**config.mk**
```make
export PLATFORM = sky130hd
export DESIGN_NAME = prer_ctrl
export DESIGN_NICKNAME = d
export VERILOG_FILES = /design/src/hdl/prer_pkg.sv /design/src/hdl/prer_ctrl.sv
export SDC_FILE = /design/constraint.sdc
export NUM_CORES = 1
export LEC_CHECK = 0
export BUFFER_PORTS_ARGS = -buffer_cell sky130_fd_sc_hd__clkbuf_2
export CAP_MARGIN = 5
export CORE_AREA = 2 2 39 41
export DETAILED_ROUTE_END_ITERATION = 10
export DIE_AREA = 0 0 41 43
export GPL_ROUTABILITY_DRIVEN = 0
export PLACE_DENSITY_LB_ADDON = 0.2
export RECOVER_POWER = 100
export SLEW_MARGIN = 20
export SYNTH_ARGS = -nofsm -noshare
export SYNTH_HDL_FRONTEND = slang
export SYNTH_SLANG_ARGS = --single-unit
```
**constraint.sdc**
```tcl
create_clock -name clk -period 0.8 [get_ports clk]
set_input_delay 0.2 -clock clk [delete_from_list [all_inputs] [get_ports clk]]
set_output_delay 0.2 -clock clk [all_outputs]
set_load 0.05 [all_outputs]
```
**src/hdl/prer_pkg.sv**
```systemverilog
package prer_pkg;

	localparam int FAMILIES       = 8;
	localparam int COUNTER_KINDS  = 5;
	localparam int NO_DESCRIPTOR  = 16;
	localparam int RING_DEPTH_DEF = 16;
	localparam int MAX_DESC_DEF   = 16;

	localparam int REQ_W      = 2;
	localparam int FAM_W      = 3;
	localparam int DESC_W     = 5;
	localparam int DUR_W      = 32;
	localparam int PAYLOAD_W  = 64;
	localparam int KIND_W     = 3;
	localparam int CELL_IDX_W = 8;
	localparam int RESULT_W   = 3;
	localparam int CNT_W      = 32;
	localparam int SUM_W      = 64;
	localparam int HW_W       = 5;
	localparam int CAP_CFG_W  = 5;
	localparam int RES_CFG_W  = 4;
	localparam int CFG_IDX_W  = 2;
	localparam int CFG_DATA_W = 5;

	localparam logic [CAP_CFG_W-1:0] CAPACITY_RESET = 5'd16;
	localparam logic [RES_CFG_W-1:0] RESERVE_RESET  = 4'd2;

	typedef enum logic [REQ_W-1:0] {
		REQ_EMIT,
		REQ_POP,
		REQ_READ_CNT,
		REQ_READ_CELL
	} req_t;

	typedef enum logic [RESULT_W-1:0] {
		RES_EMITTED,
		RES_AGGREGATED,
		RES_DROPPED,
		RES_POPPED,
		RES_EMPTY,
		RES_READ_DONE
	} result_t;

	typedef enum logic [CFG_IDX_W-1:0] {
		CFG_OBS_MODE,
		CFG_CAPACITY,
		CFG_RESERVE,
		CFG_DESC_COUNT
	} cfg_reg_t;

	typedef enum logic [KIND_W-1:0] {
		KIND_OBSERVED,
		KIND_EMITTED,
		KIND_AGGREGATED,
		KIND_DROPPED,
		KIND_UPDATES
	} kind_t;

	typedef enum logic [1:0] {
		ST_CLEAR,
		ST_IDLE,
		ST_EXEC
	} state_t;

	typedef struct packed {
		logic clear;
		logic capture;
		logic commit;
	} dp_cmd_t;

	typedef struct packed {
		logic clear_done;
	} dp_status_t;

endpackage

```
**src/hdl/prer_ctrl.sv**
```systemverilog
module prer_ctrl (
	input  logic                 clk,
	input  logic                 arst_n,
	input  logic                 in_valid,
	output logic                 in_ready,
	output logic                 out_valid,
	input  logic                 out_ready,
	input  prer_pkg::dp_status_t status,
	output prer_pkg::dp_cmd_t    cmd
);
	import prer_pkg::*;

	state_t state_q, state_d;
	logic   out_valid_q;
	logic   out_free;

	// result register free now or emptied by the transfer at this edge
	assign out_free  = !out_valid_q || out_ready;
	assign out_valid = out_valid_q;

	always_ff @(posedge clk or negedge arst_n) begin
		if (!arst_n) begin
			state_q     <= ST_CLEAR;
			out_valid_q <= 1'b0;
		end else begin
			state_q <= state_d;
			if (cmd.commit) begin
				out_valid_q <= 1'b1;
			end else if (out_ready) begin
				out_valid_q <= 1'b0;
			end
		end
	end

	always_comb begin
		state_d = state_q;
		unique case (state_q)
			ST_CLEAR: if (status.clear_done) state_d = ST_IDLE;
			ST_IDLE:  if (in_valid) state_d = ST_EXEC;
			ST_EXEC:  if (out_free) state_d = ST_IDLE;
			default:  state_d = ST_CLEAR;
		endcase
	end

	always_comb begin
		cmd      = '0;
		in_ready = 1'b0;
		unique case (state_q)
			ST_CLEAR: cmd.clear = 1'b1;
			ST_IDLE: begin
				in_ready    = 1'b1;
				cmd.capture = in_valid;
			end
			ST_EXEC:  cmd.commit = out_free;
			default:  cmd = '0;
		endcase
	end

`ifndef ASSERT_OFF
	a_result_from_commit: assert property (@(posedge clk) disable iff (!arst_n)
		$rose(out_valid_q) |-> $past(cmd.commit))
		else $error("result appeared without a commit");

	a_one_in_flight: assert property (@(posedge clk) disable iff (!arst_n)
		cmd.capture |=> !in_ready)
		else $error("second request taken while one is in flight");

	a_no_result_in_clear: assert property (@(posedge clk) disable iff (!arst_n)
		state_q == ST_CLEAR |-> !out_valid_q && !cmd.commit)
		else $error("result activity during table clear");
`endif

endmodule

```
# After elaboration in Yosys (flattened, before gate mapping)
# Cells that the tools add are included.
[classes]
eq_ne = 5
muxes = 10
n_reduce_logical = 5
[op_table]
columns = ["operator", "n"]
rows = [
  ["1-bit two-way mux", 6],
  ["2-bit two-way mux", 3],
  ["2-bit != test (second input constant)", 3],
  ["2-bit one-hot mux with 3 select lines", 1],
  ["3-bit AND reduction", 1],
  ["2-bit by 1-bit equality test with 1-bit output (second input constant)", 1],
  ["2-bit equality test (second input constant)", 1],
  ["2-bit zero test", 1],
  ["2-bit nonzero test", 1],
  ["1-bit zero test", 1],
  ["1-bit logical OR", 1],
]
[word_totals]
regBits = 3
inputBits = 5
out_inout_bits = 5
wordCells = 22

# Logic depth before layout (Yosys ltp)
[logic_depth]
ltp_word = 4
mapped_depth = 2
ltp_nobuf = 2

# Worst setup path after synthesis
# OpenSTA, ideal clock, no wires.
[synth_path]
path_type = "register -> output"
from = "register out_valid_q (netlist: out_valid)"
to = "output cmd[0] (netlist bit)"
arrival_time_ps = 1430
required_ps = 600
path_slack_ps = -830
path_stages_with_launch = 2
n_path_buf = 0
cell_sequence = "dfrtp_1 -> a21oi_1"
[synth_rtl]
columns = ["element", "line", "text"]
rows = [
  ["start, declared", "prer_ctrl.sv:14", "logic out_valid_q;"],
  ["start signal, assigned", "prer_ctrl.sv:24", "out_valid_q <= 1'b0;"],
  ["start signal, assigned", "prer_ctrl.sv:28", "out_valid_q <= 1'b1;"],
  ["start signal, assigned", "prer_ctrl.sv:30", "out_valid_q <= 1'b0;"],
  ["end, declared", "prer_ctrl.sv:9", "output prer_pkg::dp_cmd_t cmd"],
]

==> key figures <==
Timing
  • Setup TNS: -2580 ps
  • Max frequency: 773 MHz
  • Minimum clock period: 1290 ps
  • Hold Slack: 255 ps
  • RSZ-0062 raised after global routing: yes
  • Worst slew pin tran: 185 ps
  • Setup skew after layout: 0.488 ps
  • Setup ws final: -494 ps
  • Final setup viols: 7
  • Final Hold Fails: 0
  • Crit share post-route: 1.62
  • Slew HR: 0.877
  • Final Max Tran Viols: 0

Cells and area
  • Fin cells: 52
  • # diodes: 0
  • Fillcell total: 154
  • Commonest non-fill, non-tap cells in the layout: buf_4 (4), clkbuf_4 (3), clkbuf_2 (3), buf_12 (3)
  • Area grow syn2layout: 172%
  • Most common cell after layout, fill and taps aside: buf_4
  • Share of cells above drive strength 1: 0.750
  • Final net count: 42

Clock tree
  • # clock sinks: 3
  • H-tree levels: 1
  • Worst-Skew Late Latency: 230 ps
  • CTS Buffer Depth: 2
  • CTS buffer count: 3
  • Clock slew at reported path FFs: 40 ps
  • CTS tree: done
  • CTS Root Cell: clkbuf_4

Power
  • Leakage power: 0.200 nW
  • Peak supply drop: 1630 uV
  • Tot Pwr: 0.00200 W
  • PD cells: roughly 4800 nW/um^2

GRT
  • GR Util All Layers: 0.0754
  • Met2 GRT Util: 0.0906
  • Global-route wire length before repair: around 800 um
  • Met3 Use GR: 0.0471
  • Largest net degree at the start of global routing: 6
  • Gr busiest metal: met2
  • Total grt overflow: 0
  • Initial antenna violation count: 0
  • GRT met1 Usage: 0.0903
  • Vias in the first global route: 206

Critical path
  • CP delay by family, top: flip-flops
  • CP max-delay cell: dfrtp_2
  • Slowest stage delay, CP: roughly 440 ps
  • Crit path DAT: 1090 ps
  • CP bufs+invs: 1
  • CP Capture Type: primary output
  • Required time of the critical path: 600 ps
  • Startpoint Class: register
  • CP cell instances: and3b_2 -> buf_12
  • Critical path type: reg -> out
  • Critical Path Fanout Max: 5

Placement
  • Number of port buffers: 9
  • DPL Wire Length: 348 um
  • Pre-CTS setup slack: -339 ps
  • Dpl cells: 46

Synth
  • Synth warnings: 0
  • Post-Syn Nets: 21
  • Synth top area share: 0.492
  • Yosys reg bits: 3
  • Cell Area, Synth: 153 sq um
  • Synth Instances: 16
  • Seq/Total Area, Yosys: 0.492
  • Distinct cell type count after synthesis: 11
  • Synthesized area per cell: about 9.5 sq um
  • Cell taking the most area after synthesis: dfrtp_1
  • Synth top area cells: dfrtp_1 (49%), inv_1 (7.4%), and3b_2 (6.6%)

Route
  • Routed WL: 490 um
  • DR pass1 iterations: 3
  • Initial detailed-routing violation count: 2
  • Routed Antenna Nets: 0
  • Drc violations: 0
  • Average wire per standard cell: 9.42 um
  • Vias/cell: 3.63
  • Via count: ~190

Floorplan
  • Row count: 14
  • Initial cell density of the core: 0.110
  • Die height: 43 um
  • Core area: 1380 sq um
  • Die X: around 40 um
  • Die area: 1760 sq um
  • Ports: 10

Run status
  • Status: finished with violations
  • Failing checks: setup timing

Job
  • Max-cap viol count: 0

Min path
  • Hold Crit Class: in -> reg
power by group:
| group | leakage, nW | switching [W] | internal, W |
|---|---|---|---|
| Combinational | 0.150 | 0.000695 | 0.000703 |
| Sequential | 0.0354 | 0.000109 | 0.000228 |
| Clock | 0.0150 | 0.0000782 | 0.000187 |
sequential cells by signal, indices dropped and copies added, names as in the netlist:
signal     cells
out_valid      1
state_q        2
through the flow:
stage | cell area (sq um) | utilization
after floorplan | 190 | -
after global placement | 338 | 0.244
after detailed placement | 338 | 0.244
after CTS | 410 | 0.297
after global routing | 415 | 0.300
final | 415 | 0.300
metal layers:
layer | share of wire | wire length, um | vias up
met5 | 0 | 0 | -
met4 | 0 | 0 | 0
met3 | 0.080 | 39 | 0
met2 | 0.47 | 230 | 10
met1 | 0.45 | 220 | 85
li1 | - | - | 94
final timing paths:
kind                            slack (ps)              startpoint  cells past startpoint                endpoint
worst max register to register        -240   out_valid$_DFFE_PN0P_                      3  state_q[1]$_DFFE_PN0P_
worst min-delay path                   250                in_valid                      3  state_q[0]$_DFFE_PN0P_
min in group asynchronous              300                  arst_n                      2   out_valid$_DFFE_PN0P_
worst min register to register         600  state_q[1]$_DFFE_PN0P_                      2   out_valid$_DFFE_PN0P_
worst max-delay path                  -490  state_q[1]$_DFFE_PN0P_                      2                  cmd[1]
max in group asynchronous              330                  arst_n                      2  state_q[1]$_DFFE_PN0P_
synthesized netlist by cell type:
library cell  n
dfrtp_1       3
inv_1         3
nor2_1        2
a21o_1        1
a21oi_1       1
and3b_1       1
and3b_2       1
nand2b_1      1
o21ai_0       1
o21bai_1      1
o32ai_1       1
cell families after synthesis:
group                  Yosys count  share of synthesized area
buffers and inverters            3                     0.0738
flip-flops                       3                      0.492
AO/OA/AOI/OAI                    5                      0.221
AND/OR/NAND/NOR                  5                      0.213
what timing repair did:
item                                    CTS  global route
hold buffers                              1             0
pin swaps                                 3             1
gates resized for setup                   8             3
buffers inserted                          1             0
endpoints found under the hold margin     3             0
endpoints found under the setup margin    7             7
layout make-up:
type / count / area (sq um) / share of cell area
inverter: 3 / 11.3 / 0.0271
sequential: 3 / 77.6 / 0.187
multi-input combinational: 10 / 109 / 0.262
tap: 16 / 20.0 / 0.0482
clock buffer: 4 / 26.3 / 0.0633
timing repair buffer: 16 / 171 / 0.413
tightest hold or removal path, cell delays in order:
cell      delay [ps]
clkbuf_2          90
buf_4            100
o32ai_2           60
No activity file was read; power rests on OpenSTA's default activity.
